File: src/rtl/date_time_text_parser_assert.svh
// ----------------------------------------------------------------------------
// date_time_text_parser_assert.svh
// Assertion macros shared by the date/time text parser RTL.
// ----------------------------------------------------------------------------
`ifndef DATE_TIME_TEXT_PARSER_ASSERT_SVH
`define DATE_TIME_TEXT_PARSER_ASSERT_SVH
`ifndef ASSERT_OFF
// check under reset qualification
`define DTP_ASSERT(lbl, clk_s, rst_s, prop, msg) \
  lbl: assert property (@(posedge clk_s) disable iff (!rst_s) prop) else $error(msg);
// check that also holds across reset
`define DTP_ASSERT_NORST(lbl, clk_s, prop, msg) \
  lbl: assert property (@(posedge clk_s) prop) else $error(msg);
`else
`define DTP_ASSERT(lbl, clk_s, rst_s, prop, msg)
`define DTP_ASSERT_NORST(lbl, clk_s, prop, msg)
`endif
`endif

File: src/rtl/dtp_pkg.sv
// ----------------------------------------------------------------------------
// dtp_pkg
// Types, codes, constants and tables of the date/time text parser.
// ----------------------------------------------------------------------------
package dtp_pkg;

  // token and number limits
  localparam int TOKEN_CHARS = 5;
  localparam int LEN_W       = $clog2(TOKEN_CHARS + 1);
  localparam int NUM_W       = 17;
  localparam logic [NUM_W-1:0] NUM_MAX = 17'd131071;
  localparam int DAYS_W      = 27;
  localparam int TS_W        = 50;

  // division by 100 as multiply by reciprocal, exact for 17-bit values
  localparam logic [20:0] DIV100_MUL   = 21'd1342178;
  localparam int          DIV100_SHIFT = 27;
  localparam logic [23:0] CS_PER_DAY   = 24'd8640000;
  localparam logic [18:0] CS_PER_HOUR  = 19'd360000;
  localparam logic [12:0] CS_PER_MIN   = 13'd6000;
  localparam logic [6:0]  CS_PER_SEC   = 7'd100;

  // characters
  localparam logic [7:0] CH_SPACE = 8'h20;
  localparam logic [7:0] CH_COLON = 8'h3A;

  // status codes
  localparam logic [3:0] ST_OK          = 4'd0;
  localparam logic [3:0] ST_TOO_LONG    = 4'd1;
  localparam logic [3:0] ST_BAD_NUMBER  = 4'd2;
  localparam logic [3:0] ST_NO_YEAR     = 4'd3;
  localparam logic [3:0] ST_NO_MONTH    = 4'd4;
  localparam logic [3:0] ST_NO_DAY      = 4'd5;
  localparam logic [3:0] ST_BAD_MONTH   = 4'd6;
  localparam logic [3:0] ST_YEAR_ZERO   = 4'd7;
  localparam logic [3:0] ST_BAD_DAY     = 4'd8;
  localparam logic [3:0] ST_NO_HOURS    = 4'd9;
  localparam logic [3:0] ST_NO_MINUTES  = 4'd10;
  localparam logic [3:0] ST_BAD_HOUR    = 4'd11;
  localparam logic [3:0] ST_BAD_MINUTE  = 4'd12;
  localparam logic [3:0] ST_BAD_SECOND  = 4'd13;
  localparam logic [3:0] ST_BAD_CS      = 4'd14;

  // configuration register indexes
  localparam logic CFG_REQ_DATE = 1'b0;
  localparam logic CFG_REQ_TIME = 1'b1;

  // commands from controller to datapath
  typedef struct packed {
    logic take;     // character or end beat accepted
    logic resolve;  // latch date/time fields, clear parse state
    logic load;     // load the result register
  } dtp_cmd_t;

  // days before the first of a month (1..12)
  function automatic logic [8:0] days_before(input logic [3:0] m);
    logic [8:0] d;
    case (m)
      4'd1:    d = 9'd0;
      4'd2:    d = 9'd31;
      4'd3:    d = 9'd59;
      4'd4:    d = 9'd90;
      4'd5:    d = 9'd120;
      4'd6:    d = 9'd151;
      4'd7:    d = 9'd181;
      4'd8:    d = 9'd212;
      4'd9:    d = 9'd243;
      4'd10:   d = 9'd273;
      4'd11:   d = 9'd304;
      4'd12:   d = 9'd334;
      default: d = 9'd0;
    endcase
    return d;
  endfunction

  // days in a month of a common year
  function automatic logic [4:0] days_in(input logic [3:0] m);
    logic [4:0] d;
    case (m)
      4'd2:                    d = 5'd28;
      4'd4, 4'd6, 4'd9, 4'd11: d = 5'd30;
      default:                 d = 5'd31;
    endcase
    return d;
  endfunction

  // month number of a three-letter name, 0 when none
  function automatic logic [3:0] month_code(input logic [23:0] s);
    logic [3:0] m;
    case (s)
      "jan":   m = 4'd1;
      "feb":   m = 4'd2;
      "mar":   m = 4'd3;
      "apr":   m = 4'd4;
      "may":   m = 4'd5;
      "jun":   m = 4'd6;
      "jul":   m = 4'd7;
      "aug":   m = 4'd8;
      "sep":   m = 4'd9;
      "oct":   m = 4'd10;
      "nov":   m = 4'd11;
      "dec":   m = 4'd12;
      default: m = 4'd0;
    endcase
    return m;
  endfunction

endpackage

File: src/rtl/dtp_if.sv
// ----------------------------------------------------------------------------
// dtp_in_if / dtp_out_if
// Valid/ready channels of the date/time text parser.
// ----------------------------------------------------------------------------
interface dtp_in_if;
  logic       valid;
  logic       ready;
  logic [7:0] char_code;
  logic       end_of_text;

  modport source (output valid, output char_code, output end_of_text, input ready);
  modport sink   (input valid, input char_code, input end_of_text, output ready);
endinterface

interface dtp_out_if;
  logic               valid;
  logic               ready;
  logic [3:0]         status;
  logic signed [49:0] timestamp_cs;

  modport source (output valid, output status, output timestamp_cs, input ready);
  modport sink   (input valid, input status, input timestamp_cs, output ready);
endinterface

File: src/rtl/dtp_datapath.sv
// ----------------------------------------------------------------------------
// dtp_datapath
// Token assembly, field capture and the stepped timestamp arithmetic.
// ----------------------------------------------------------------------------
module dtp_datapath (
  input  logic                 clk,
  input  logic                 rst_n,
  input  logic                 cfg_we,
  input  logic                 cfg_index,
  input  logic                 cfg_data,
  input  dtp_pkg::dtp_cmd_t    cmd,
  input  logic [7:0]           char_code,
  input  logic                 end_of_text,
  output logic [3:0]           status,
  output logic signed [49:0]   timestamp_cs
);
  import dtp_pkg::*;

  // configuration
  logic req_date_r, req_time_r;

  // parse state
  logic [LEN_W-1:0] len_r, len_nxt;
  logic [7:0]       ch0_r, ch1_r, ch2_r;
  logic [NUM_W-1:0] num_r, num_nxt;
  logic             dig_r, dig_nxt;
  logic             in_time_r, in_time_nxt;
  logic [2:0]       tcount_r, tcount_nxt;
  logic [NUM_W-1:0] tnum_r [4];
  logic             tnum_we;
  logic [NUM_W-1:0] year_r, year_nxt, first_r, first_nxt, second_r, second_nxt;
  logic [3:0]       month_r, month_nxt;
  logic [3:0]       seen_r, seen_nxt;
  logic             bc_r, bc_nxt;
  logic [3:0]       perr_r, perr_nxt;
  logic             ch_we;

  // character classification
  logic [7:0] c, lc;
  logic       is_colon, is_space, is_punct, is_digit;
  logic [3:0] dval;
  logic [20:0] num_ext;

  always_comb begin
    c        = end_of_text ? CH_SPACE : char_code;
    is_colon = (c == CH_COLON);
    is_space = (c == CH_SPACE);
    is_punct = c inside {[8'd33:8'd47], [8'd58:8'd64], [8'd91:8'd96], [8'd123:8'd126]};
    lc       = (c inside {[8'd65:8'd90]}) ? c + 8'd32 : c;
    is_digit = lc inside {[8'd48:8'd57]};
    dval     = lc[3:0];
    num_ext  = {1'b0, num_r, 3'b000} + {3'b000, num_r, 1'b0} + {17'd0, dval};
  end

  // token assembly and closing
  always_comb begin
    len_nxt     = len_r;
    num_nxt     = num_r;
    dig_nxt     = dig_r;
    in_time_nxt = in_time_r;
    tcount_nxt  = tcount_r;
    year_nxt    = year_r;
    month_nxt   = month_r;
    first_nxt   = first_r;
    second_nxt  = second_r;
    seen_nxt    = seen_r;
    bc_nxt      = bc_r;
    perr_nxt    = perr_r;
    tnum_we     = 1'b0;
    ch_we       = 1'b0;
    if (cmd.take && perr_r == ST_OK) begin
      if (is_colon || (is_space && in_time_r)) begin
        if (len_r != '0) begin
          in_time_nxt = is_colon;
          len_nxt     = '0;
          if (!dig_r) begin
            perr_nxt = ST_BAD_NUMBER;
          end else if (tcount_r < 3'd4) begin
            tnum_we    = 1'b1;
            tcount_nxt = tcount_r + 3'd1;
          end
        end
      end else if (is_space || is_punct) begin
        if (len_r != '0) begin
          len_nxt = '0;
          if (len_r >= LEN_W'(4)) begin
            if (dig_r) begin
              year_nxt    = num_r;
              seen_nxt[0] = 1'b1;
            end else begin
              perr_nxt = ST_BAD_NUMBER;
            end
          end else if (ch0_r inside {[8'd97:8'd122]}) begin
            if (len_r == LEN_W'(3) && month_code({ch0_r, ch1_r, ch2_r}) != 4'd0) begin
              month_nxt   = month_code({ch0_r, ch1_r, ch2_r});
              seen_nxt[1] = 1'b1;
            end else if (len_r >= LEN_W'(2) && ch0_r == "b" && ch1_r == "c") begin
              bc_nxt = 1'b1;
            end
          end else if (!dig_r) begin
            perr_nxt = ST_BAD_NUMBER;
          end else if (!seen_r[2]) begin
            first_nxt   = num_r;
            seen_nxt[2] = 1'b1;
          end else begin
            second_nxt  = num_r;
            seen_nxt[3] = 1'b1;
          end
        end
      end else if (len_r == LEN_W'(TOKEN_CHARS)) begin
        perr_nxt = ST_TOO_LONG;
        len_nxt  = '0;
      end else begin
        ch_we   = 1'b1;
        len_nxt = len_r + LEN_W'(1);
        if (len_r == '0) begin
          num_nxt = {13'd0, dval};
          dig_nxt = is_digit;
        end else begin
          num_nxt = (num_ext > {4'd0, NUM_MAX}) ? NUM_MAX : num_ext[NUM_W-1:0];
          dig_nxt = dig_r & is_digit;
        end
      end
    end
    if (cmd.resolve) begin
      len_nxt     = '0;
      in_time_nxt = 1'b0;
      tcount_nxt  = '0;
      year_nxt    = '0;
      month_nxt   = '0;
      first_nxt   = '0;
      second_nxt  = '0;
      seen_nxt    = '0;
      bc_nxt      = 1'b0;
      perr_nxt    = ST_OK;
    end
  end

  // control state and configuration
  always_ff @(posedge clk) begin
    if (!rst_n) begin
      req_date_r <= 1'b1;
      req_time_r <= 1'b0;
      len_r      <= '0;
      in_time_r  <= 1'b0;
      tcount_r   <= '0;
      year_r     <= '0;
      month_r    <= '0;
      first_r    <= '0;
      second_r   <= '0;
      seen_r     <= '0;
      bc_r       <= 1'b0;
      perr_r     <= ST_OK;
    end else begin
      if (cfg_we) begin
        case (cfg_index)
          CFG_REQ_DATE: req_date_r <= cfg_data;
          CFG_REQ_TIME: req_time_r <= cfg_data;
          default: ;
        endcase
      end
      len_r     <= len_nxt;
      in_time_r <= in_time_nxt;
      tcount_r  <= tcount_nxt;
      year_r    <= year_nxt;
      month_r   <= month_nxt;
      first_r   <= first_nxt;
      second_r  <= second_nxt;
      seen_r    <= seen_nxt;
      bc_r      <= bc_nxt;
      perr_r    <= perr_nxt;
    end
  end

  // token characters and numbers
  always_ff @(posedge clk) begin
    num_r <= num_nxt;
    dig_r <= dig_nxt;
    if (ch_we) begin
      case (len_r)
        LEN_W'(0): ch0_r <= lc;
        LEN_W'(1): ch1_r <= lc;
        LEN_W'(2): ch2_r <= lc;
        default: ;
      endcase
    end
    if (tnum_we) tnum_r[tcount_r[1:0]] <= num_r;
  end

  // resolve: pick date and time fields, first checks
  logic             hy, hm, hd;
  logic [NUM_W-1:0] yr_s, mon_s, day_s, hr_s, mi_s, se_s, cs_s;
  logic [3:0]       st0_s, tst_s;
  logic [3:0]       st0_r, tst_r;
  logic [NUM_W-1:0] yr_r, i_r, day_r;
  logic [3:0]       mon_r;
  logic             bcf_r;
  logic [4:0]       hr_r;
  logic [5:0]       mi_r, se_r;
  logic [6:0]       cs_r;

  always_comb begin
    hy    = seen_r[0];
    yr_s  = year_r;
    if (seen_r[1]) begin
      hm    = 1'b1;
      mon_s = {13'd0, month_r};
      hd    = seen_r[2];
      day_s = first_r;
    end else begin
      hm    = seen_r[2];
      mon_s = first_r;
      hd    = seen_r[3];
      day_s = second_r;
    end
    if (!req_date_r) begin
      if (!hy) yr_s = 17'd1;
      if (!hm) mon_s = 17'd1;
      if (!hd) day_s = 17'd1;
    end
    if (perr_r != ST_OK)               st0_s = perr_r;
    else if (req_date_r && !hy)        st0_s = ST_NO_YEAR;
    else if (req_date_r && !hm)        st0_s = ST_NO_MONTH;
    else if (req_date_r && !hd)        st0_s = ST_NO_DAY;
    else if (mon_s < 17'd1 || mon_s > 17'd12) st0_s = ST_BAD_MONTH;
    else                               st0_s = ST_OK;
    hr_s = (tcount_r > 3'd0) ? tnum_r[0] : '0;
    mi_s = (tcount_r > 3'd1) ? tnum_r[1] : '0;
    se_s = (tcount_r > 3'd2) ? tnum_r[2] : '0;
    cs_s = (tcount_r > 3'd3) ? tnum_r[3] : '0;
    if (req_time_r && tcount_r < 3'd1)      tst_s = ST_NO_HOURS;
    else if (req_time_r && tcount_r < 3'd2) tst_s = ST_NO_MINUTES;
    else if (cs_s > 17'd99)                 tst_s = ST_BAD_CS;
    else if (se_s > 17'd59)                 tst_s = ST_BAD_SECOND;
    else if (mi_s > 17'd59)                 tst_s = ST_BAD_MINUTE;
    else if (hr_s > 17'd23)                 tst_s = ST_BAD_HOUR;
    else                                    tst_s = ST_OK;
  end

  always_ff @(posedge clk) begin
    if (cmd.resolve) begin
      st0_r <= st0_s;
      tst_r <= tst_s;
      yr_r  <= yr_s;
      i_r   <= bc_r ? yr_s : yr_s - 17'd1;
      mon_r <= mon_s[3:0];
      day_r <= day_s;
      bcf_r <= bc_r;
      hr_r  <= hr_s[4:0];
      mi_r  <= mi_s[5:0];
      se_r  <= se_s[5:0];
      cs_r  <= cs_s[6:0];
    end
  end

  // stage 1: reciprocal and constant products
  logic [37:0] py_r, pi_r;
  logic [35:0] pq_r;
  logic [25:0] i365_r;
  logic [14:0] i4_r;
  logic [23:0] th_r;
  logic [18:0] tm_r;
  logic [12:0] tsec_r;

  always_ff @(posedge clk) begin
    py_r   <= {4'd0, yr_r} * {17'd0, DIV100_MUL};
    pi_r   <= {4'd0, i_r} * {17'd0, DIV100_MUL};
    pq_r   <= {2'd0, i_r[NUM_W-1:2]} * {15'd0, DIV100_MUL};
    i365_r <= {9'd0, i_r} * 26'd365;
    i4_r   <= i_r[NUM_W-1:2];
    th_r   <= {19'd0, hr_r} * {5'd0, CS_PER_HOUR};
    tm_r   <= {13'd0, mi_r} * {6'd0, CS_PER_MIN};
    tsec_r <= {7'd0, se_r} * {6'd0, CS_PER_SEC};
  end

  // stage 2: leap year, day check, years to days, time of day
  logic [10:0] qy, qi100;
  logic [8:0]  qi400;
  logic        leap_s;
  logic [4:0]  dim;
  logic [25:0] days_r;
  logic        leap_r;
  logic [3:0]  e78_r;
  logic [23:0] tsum_r;

  always_comb begin
    qy     = py_r[DIV100_SHIFT +: 11];
    qi100  = pi_r[DIV100_SHIFT +: 11];
    qi400  = pq_r[DIV100_SHIFT +: 9];
    leap_s = (yr_r[1:0] == 2'b00) &&
             ((yr_r != ({6'd0, qy} * 17'd100)) || (qy[1:0] == 2'b00));
    dim    = days_in(mon_r) + {4'd0, (mon_r == 4'd2) && leap_s};
  end

  always_ff @(posedge clk) begin
    days_r <= i365_r + {11'd0, i4_r} - {15'd0, qi100} + {17'd0, qi400};
    leap_r <= leap_s;
    if (day_r == '0 || day_r > {12'd0, dim}) e78_r <= ST_BAD_DAY;
    else if (yr_r == '0)                    e78_r <= ST_YEAR_ZERO;
    else                                    e78_r <= ST_OK;
    tsum_r <= th_r + {5'd0, tm_r} + {11'd0, tsec_r} + {17'd0, cs_r};
  end

  // stage 3: signed day number
  logic signed [DAYS_W-1:0] dsign, dd_r;

  always_comb begin
    dsign = bcf_r ? -$signed({1'b0, days_r}) : $signed({1'b0, days_r});
  end

  always_ff @(posedge clk) begin
    dd_r <= dsign + $signed({18'd0, days_before(mon_r)})
          + $signed({26'd0, (mon_r >= 4'd3) && leap_r})
          + $signed({22'd0, day_r[4:0]}) - $signed(27'd1);
  end

  // stage 4: days to centiseconds
  logic signed [51:0] prod_r;

  always_ff @(posedge clk) begin
    prod_r <= dd_r * $signed({1'b0, CS_PER_DAY});
  end

  // result register
  logic [3:0] st_fin;

  always_comb begin
    if (st0_r != ST_OK)      st_fin = st0_r;
    else if (e78_r != ST_OK) st_fin = e78_r;
    else                     st_fin = tst_r;
  end

  always_ff @(posedge clk) begin
    if (cmd.load) begin
      status       <= st_fin;
      timestamp_cs <= (st_fin == ST_OK) ?
                      prod_r[TS_W-1:0] + $signed({26'd0, tsum_r}) : '0;
    end
  end

endmodule

File: src/rtl/dtp_ctrl.sv
// ----------------------------------------------------------------------------
// dtp_ctrl
// Sequencer for character intake, the result steps and the output beat.
// ----------------------------------------------------------------------------
module dtp_ctrl (
  input  logic               clk,
  input  logic               rst_n,
  input  logic               in_valid,
  input  logic               in_end,
  output logic               in_ready,
  output logic               out_valid,
  input  logic               out_ready,
  output dtp_pkg::dtp_cmd_t  cmd
);
  import dtp_pkg::*;

  localparam logic [2:0] S_IDLE    = 3'd0;
  localparam logic [2:0] S_RESOLVE = 3'd1;
  localparam logic [2:0] S_MUL     = 3'd2;
  localparam logic [2:0] S_DAYS    = 3'd3;
  localparam logic [2:0] S_SIGN    = 3'd4;
  localparam logic [2:0] S_SCALE   = 3'd5;
  localparam logic [2:0] S_LOAD    = 3'd6;

  logic [2:0] state_r, state_nxt;
  logic       out_valid_r, out_valid_nxt;
  logic       load;

  assign in_ready    = (state_r == S_IDLE);
  assign out_valid   = out_valid_r;
  assign load        = (state_r == S_LOAD) && (!out_valid_r || out_ready);
  assign cmd.take    = in_valid && in_ready;
  assign cmd.resolve = (state_r == S_RESOLVE);
  assign cmd.load    = load;

  // next state
  always_comb begin
    case (state_r)
      S_IDLE:    state_nxt = (in_valid && in_end) ? S_RESOLVE : S_IDLE;
      S_RESOLVE: state_nxt = S_MUL;
      S_MUL:     state_nxt = S_DAYS;
      S_DAYS:    state_nxt = S_SIGN;
      S_SIGN:    state_nxt = S_SCALE;
      S_SCALE:   state_nxt = S_LOAD;
      S_LOAD:    state_nxt = load ? S_IDLE : S_LOAD;
      default:   state_nxt = S_IDLE;
    endcase
  end

  // output beat pending
  always_comb begin
    out_valid_nxt = out_valid_r;
    if (out_valid_r && out_ready) out_valid_nxt = 1'b0;
    if (load) out_valid_nxt = 1'b1;
  end

  always_ff @(posedge clk) begin
    if (!rst_n) begin
      state_r     <= S_IDLE;
      out_valid_r <= 1'b0;
    end else begin
      state_r     <= state_nxt;
      out_valid_r <= out_valid_nxt;
    end
  end

endmodule

File: src/rtl/date_time_text_parser.sv
// ----------------------------------------------------------------------------
// date_time_text_parser
// Turns a streamed date/time text into a status and signed centiseconds.
// ----------------------------------------------------------------------------
// Text streams in at one character per clock while the parser is idle.
// The end beat closes the last token and starts the result sequence: a
// resolve step picks the fields, four arithmetic steps (reciprocal
// products, leap year and day count, sign and month offset, scaling by
// centiseconds per day) follow, then the result register is loaded and
// the next character is taken from then on. The result register holds
// one beat; a further end beat waits in the load step until that beat is
// taken. Configuration writes take effect at once; the user must make them
// only while no text is in progress, and the block does not enforce this.
`include "date_time_text_parser_assert.svh"

module date_time_text_parser (
  input  logic       clk,
  input  logic       rst_n,
  input  logic       cfg_we,
  input  logic       cfg_index,
  input  logic       cfg_data,
  dtp_in_if.sink     in_if,
  dtp_out_if.source  out_if
);
  import dtp_pkg::*;

  dtp_cmd_t cmd;

  dtp_ctrl u_ctrl (
    .clk       (clk),
    .rst_n     (rst_n),
    .in_valid  (in_if.valid),
    .in_end    (in_if.end_of_text),
    .in_ready  (in_if.ready),
    .out_valid (out_if.valid),
    .out_ready (out_if.ready),
    .cmd       (cmd)
  );

  dtp_datapath u_dp (
    .clk          (clk),
    .rst_n        (rst_n),
    .cfg_we       (cfg_we),
    .cfg_index    (cfg_index),
    .cfg_data     (cfg_data),
    .cmd          (cmd),
    .char_code    (in_if.char_code),
    .end_of_text  (in_if.end_of_text),
    .status       (out_if.status),
    .timestamp_cs (out_if.timestamp_cs)
  );

  // intake stops while a result is being formed
  `DTP_ASSERT(a_end_blocks_intake, clk, rst_n, in_if.valid && in_if.ready && in_if.end_of_text |=> !in_if.ready, "input taken during result sequence")
  // failed results carry a zero timestamp
  `DTP_ASSERT(a_err_zero_ts, clk, rst_n, out_if.valid && out_if.status != ST_OK |-> out_if.timestamp_cs == '0, "nonzero timestamp with error status")
  // status stays within defined codes
  `DTP_ASSERT(a_status_range, clk, rst_n, out_if.valid |-> out_if.status <= ST_BAD_CS, "undefined status code")
  // reset leaves no result beat pending
  `DTP_ASSERT_NORST(a_reset_clears_out, clk, !rst_n |=> !out_if.valid, "result beat after reset")

endmodule
File: src/flat_wrapper.sv
// flat-port wrapper written by rule: the top's interface ports become plain ports
module date_time_text_parser_flat import dtp_pkg::*;
  (clk, rst_n, cfg_we, cfg_index, cfg_data, in_if_valid, in_if_char_code, in_if_end_of_text, in_if_ready, out_if_valid, out_if_status, out_if_timestamp_cs, out_if_ready);
  dtp_in_if in_if_i ();
  dtp_out_if out_if_i ();
  input  logic clk;
  input  logic rst_n;
  input  logic cfg_we;
  input  logic cfg_index;
  input  logic cfg_data;
  input wire logic [$bits(in_if_i.valid)-1:0] in_if_valid;
  input wire logic [$bits(in_if_i.char_code)-1:0] in_if_char_code;
  input wire logic [$bits(in_if_i.end_of_text)-1:0] in_if_end_of_text;
  output wire logic [$bits(in_if_i.ready)-1:0] in_if_ready;
  output wire logic [$bits(out_if_i.valid)-1:0] out_if_valid;
  output wire logic [$bits(out_if_i.status)-1:0] out_if_status;
  output wire logic [$bits(out_if_i.timestamp_cs)-1:0] out_if_timestamp_cs;
  input wire logic [$bits(out_if_i.ready)-1:0] out_if_ready;
  assign in_if_i.valid = in_if_valid;
  assign in_if_i.char_code = in_if_char_code;
  assign in_if_i.end_of_text = in_if_end_of_text;
  assign in_if_ready = in_if_i.ready;
  assign out_if_valid = out_if_i.valid;
  assign out_if_status = out_if_i.status;
  assign out_if_timestamp_cs = out_if_i.timestamp_cs;
  assign out_if_i.ready = out_if_ready;
  date_time_text_parser u_core (.clk(clk), .rst_n(rst_n), .cfg_we(cfg_we), .cfg_index(cfg_index), .cfg_data(cfg_data), .in_if(in_if_i), .out_if(out_if_i));
endmodule
File: config.mk
export PLATFORM = sky130hd
export DESIGN_NAME = date_time_text_parser_flat
export DESIGN_NICKNAME = d
export VERILOG_FILES = /design/src/rtl/dtp_pkg.sv /design/src/rtl/dtp_if.sv /design/src/rtl/dtp_datapath.sv /design/src/rtl/dtp_ctrl.sv /design/src/rtl/date_time_text_parser.sv /design/src/flat_wrapper.sv
export VERILOG_INCLUDE_DIRS = /design/src /design/src/rtl
export SDC_FILE = /design/constraint.sdc
export NUM_CORES = 2
export LEC_CHECK = 0
export ABC_AREA = 0
export BUFFER_PORTS_ARGS = -buffer_cell sky130_fd_sc_hd__buf_2
export CAP_MARGIN = 20
export CORE_ASPECT_RATIO = 0.7
export CORE_MARGIN = 2
export CORE_UTILIZATION = 50
export CTS_CLUSTER_SIZE = 40
export DETAILED_ROUTE_END_ITERATION = 10
export PLACE_DENSITY = 0.74
export SETUP_SLACK_MARGIN = 0.3
export SYNTH_ARGS = -nofsm -noshare
export SYNTH_HDL_FRONTEND = slang
export SYNTH_SLANG_ARGS = --single-unit
File: constraint.sdc
create_clock -name clk -period 8.2 [get_ports clk]
set_input_delay 1.23 -clock clk [delete_from_list [all_inputs] [get_ports clk]]
set_output_delay 1.23 -clock clk [all_outputs]
set_load 0.01 [all_outputs]
==> run summary <==
The footprint of the multi-input gates came out at 32,700 um2. Before antenna repair, the detailed router went through 6 iterations. The number of max-slew violations in the final report came out at 0. For this run, the leading register cell type out of synthesis is dfxtp_1. Leaving out fill and tap cells, the most frequent cells in the layout are inv_1 (932), ha_1 (863), fa_1 (517). Dividing the detail-routed via count by the number of cells gives between 5 and 6. Max-cap violations in this run came to 0. The depth of the CTS H-tree came out at 2. The initial utilization of the core area, before any placement, comes to 50.46%. The via count of the first global-routing pass is ~33,000. After clock tree synthesis, the clock-pin slew on the worst setup and hold paths is 0.07 ns. The final non-filler cell area came out at about 54,000 um2. Measured on the finished design, the core utilization comes to about 54%. The number of nets in the layout came out at between 6,000 and 7,000. The maximum number of buffers from clock root to sink is 3.

The global router's overall resource usage is a little over a fifth. The port buffer count came out at ~70. The number of standard cells after synthesis is roughly 4,800.

The compound-cell area share of the yosys netlist came out at between 7 and 8%. In the final timing run, aggregate negative setup slack is 0 ns. The initial antenna violation count came out at 2. The placed instances occupy a cell area of 52,430 um2. The clock insertion delay at the later pin of the skew report came out at between 0.6 and 0.7 ns. The synthesized cell area is 50,460 um2. The vias after detailed routing came out at 32,860.

TritonCTS built the clock tree. The worst setup path is of the reg -> reg kind. The total core area came out at 100,000 um2.

The final estimated routing congestion in global placement is roughly 0.95. The share of layout cells above drive strength 1 came out at under 10%. Summed over all nets, wire length on met2 after detailed routing comes to ~45,000 um. The sequential cell area is approximately 14,000 um2. By area, the combinational part of the netlist is dominated by adder cells. Clock tree synthesis selected as its root buffer the cell clkbuf_16. The clock buffer count from CTS is 56. The maximum net fanout on the critical path is 8. The placed wire-length estimate after detailed placement is about 90,000 um.

The post-synthesis cell type count came out at 82. The remaining max-slew budget at the tightest pin is between 20% and 30%. The amount of wire on met3 after detailed routing came out at approximately 6900 um.

The post-route clock period utilization is 87.21%. STA classifies the critical path endpoint as a flop. Yosys mapped a number of flops with a built-in enable equal to approximately 250.

The final antenna diode count came out at 0. The pin slew with the least headroom to its limit came out at approximately 1.1 ns. Entering global routing, the biggest net connects between 70 and 80 pins. The mean routed wirelength per cell came out at around 17 um. The worst path needs 7.151 ns of the cycle, external delays included. The tree built by TritonCTS fans out to between 500 and 600 sinks.

The remaining design rule violation count came out at 0. The number of gates resized after cts came out at 0. The adder-cell share of the synthesized area is 41.91%. In this run the post-CTS setup repair buffer count came out at 0.

The worst setup path is launched from a flop. The detailed router finished its first iteration with 2,197 violations. The number of failing setup endpoints in the final timing report came out at 0. Counting every net in the synthesized netlist gives around 6,200. The floorplan step defined a die boundary enclosing 103,500 um2. The count of filler cells inserted in the layout is 8,585.

After clock tree synthesis, the flow added hold-fix buffers numbering 0. The multiplexer share of the synthesized area is under 10%. The count of yosys warnings during synthesis came out at 0. At the worst endpoint, the arrival time is ~7.7 ns. The highest layer touched by signal routing is met4. The post-synthesis average cell area came out at around 11 um2. The achievable clock frequency is approximately 140 MHz. The global-route wire length before repair is about 180,000 um.

The run finished with clean final reports. The sequential-to-total area share from yosys stat came out at 27.81%. The parity-gate share of the synthesized area counting xor and xnor cells came out at 5.121%. The remaining global-route overflow came out at 0. The vertical die dimension came out at roughly 270 um. The remaining antenna violation count came out at 0.

The synthesis-to-layout area growth is 7.799%. The path class of the tightest hold or removal check is reg -> reg. The number of hold violations in the final report came to 0.

The final setup skew is ~0.051 ns. The simple-gate area share of the yosys netlist is under 10%. For the worst setup path, the data required time is roughly 8.8 ns. The I/O pin total came out at 72. The number of storage elements in the synthesis netlist came out at approximately 580.

The fraction of synthesis flops using an asynchronous set or reset pin is 0%. The floorplan has 97 rows. The most common cell after layout, fill and taps aside is inv_1.

For this block, the routed nets add up to roughly 110,000 um of wire. Setup repair after global routing left no endpoint under its margin. The sum of routed wire segments on met1 is 56,310 um. The horizontal die dimension came out at about 380 um.
synthesized netlist by cell type (9+ instances only):
library cell / instances / area (um2)
xor2_1: 83 / 727.0
fa_1: 517 / 10350
ha_1: 863 / 10800
nand4_1: 20 / 125.1
and3_1: 21 / 131.4
o41ai_1: 11 / 96.34
nor2b_1: 72 / 450.4
nand2b_1: 42 / 262.8
nor4_1: 39 / 244.0
o21a_1: 36 / 270.3
o21ai_1: 75 / 375.4
a21oi_1: 213 / 1066
nand3_1: 62 / 310.3
or4_1: 15 / 112.6
a211oi_1: 11 / 82.58
o31ai_1: 12 / 90.09
o21ai_0: 43 / 215.2
xnor2_1: 212 / 1857
o211ai_1: 10 / 75.07
a21o_1: 71 / 533.0
inv_2: 11 / 41.29
a21boi_1: 12 / 90.09
inv_1: 932 / 3498
nor3_1: 70 / 350.3
and2_1: 30 / 187.7
nand2_1: 134 / 503.0
mux2i_1: 78 / 780.8
or3_1: 22 / 137.6
dfxtp_1: 323 / 6466
o21bai_1: 37 / 277.8
or2_2: 9 / 56.30
edfxtp_1: 252 / 7567
nor2_1: 287 / 1077
nand3b_1: 10 / 75.07
clkbuf_1: 37 / 138.9
worst paths after layout:
check,cells past startpoint,to,from,slack (ns)
worst max register to register,21,u_core.u_dp.py_r[37],u_core.u_dp.yr_r[11],1.05
worst max-delay path,21,u_core.u_dp.py_r[37],u_core.u_dp.yr_r[11],1.05
worst min-delay path,0,u_core.u_dp.tsum_r[1],u_core.u_dp.cs_r[1],0.35
worst min register to register,0,u_core.u_dp.tsum_r[1],u_core.u_dp.cs_r[1],0.35
per-layer routing:
layer,up-vias,GRT usage (%)
met1,15860,34.32
li1,16090,-
met2,810,31.06
met3,105,3.053
met5,-,0
met4,0,3.075
worst max-delay path: stages (launching register included):
cell      delay (ns)
edfxtp_1        0.65
fa_1            0.72
inv_1           0.08
fa_1            0.48
inv_1           0.05
fa_1            0.52
fa_1            0.56
fa_1            0.55
fa_1            0.51
ha_1            0.32
and3_1          0.17
nand3_1         0.11
nor4_1          0.07
o21ai_1         0.17
a311oi_1        0.19
o21a_1          0.24
a311oi_1        0.78
a311oi_1        0.29
o21a_1          0.25
o21a_1          0.19
nor2_1          0.11
xnor2_1         0.12
cells by family (layout without fill, tap and decap cells):
family,Yosys count,after routing
buf+inv,989,1137
simple gates,862,862
flops,575,575
fa+ha+maj,1380,1380
xor+xnor,295,295
mux,83,83
compound gates,609,609
cell type report:
type,count,area share [%]
multi-input combinational,3229,60.12
clock buffer,70,2.767
inverter,944,6.519
timing repair buffer,87,0.8810
clock inverter,36,0.8350
tap,1336,3.073
sequential,575,25.80
state kept, by name, indices dropped and copies added (netlist names), 9 cells and up, named ones only:
signal,flops
u_core.u_dp.tnum_r,68
u_core.u_dp.timestamp_cs,50
u_core.u_dp.prod_r,41
u_core.u_dp.dd_r,27
u_core.u_dp.days_r,26
u_core.u_dp.i365_r,26
u_core.u_dp.tsum_r,24
u_core.u_dp.th_r,18
u_core.u_dp.day_r,17
u_core.u_dp.first_r,17
u_core.u_dp.i_r,17
u_core.u_dp.num_r,17
u_core.u_dp.second_r,17
u_core.u_dp.year_r,17
u_core.u_dp.yr_r,17
u_core.u_dp.i4_r,15
u_core.u_dp.tm_r,15
u_core.u_dp.pi_r,11
u_core.u_dp.py_r,11
u_core.u_dp.tsec_r,11
u_core.u_dp.pq_r,9
metrics by stage:
stage	worst slack [ns]	hold WS (ns)	std cells
after global routing	0.6889	0.3598	6277
after CTS	1.023	0.3460	6277
after detailed placement	1.028	0.3269	6171
after global placement	1.069	0.3265	6169
final	1.049	0.3464	6277
after floorplan	1.948	0.3233	4793
Power is not shown: default switching activity piles up to over one toggle a cycle in this logic, so the estimate is an artifact.
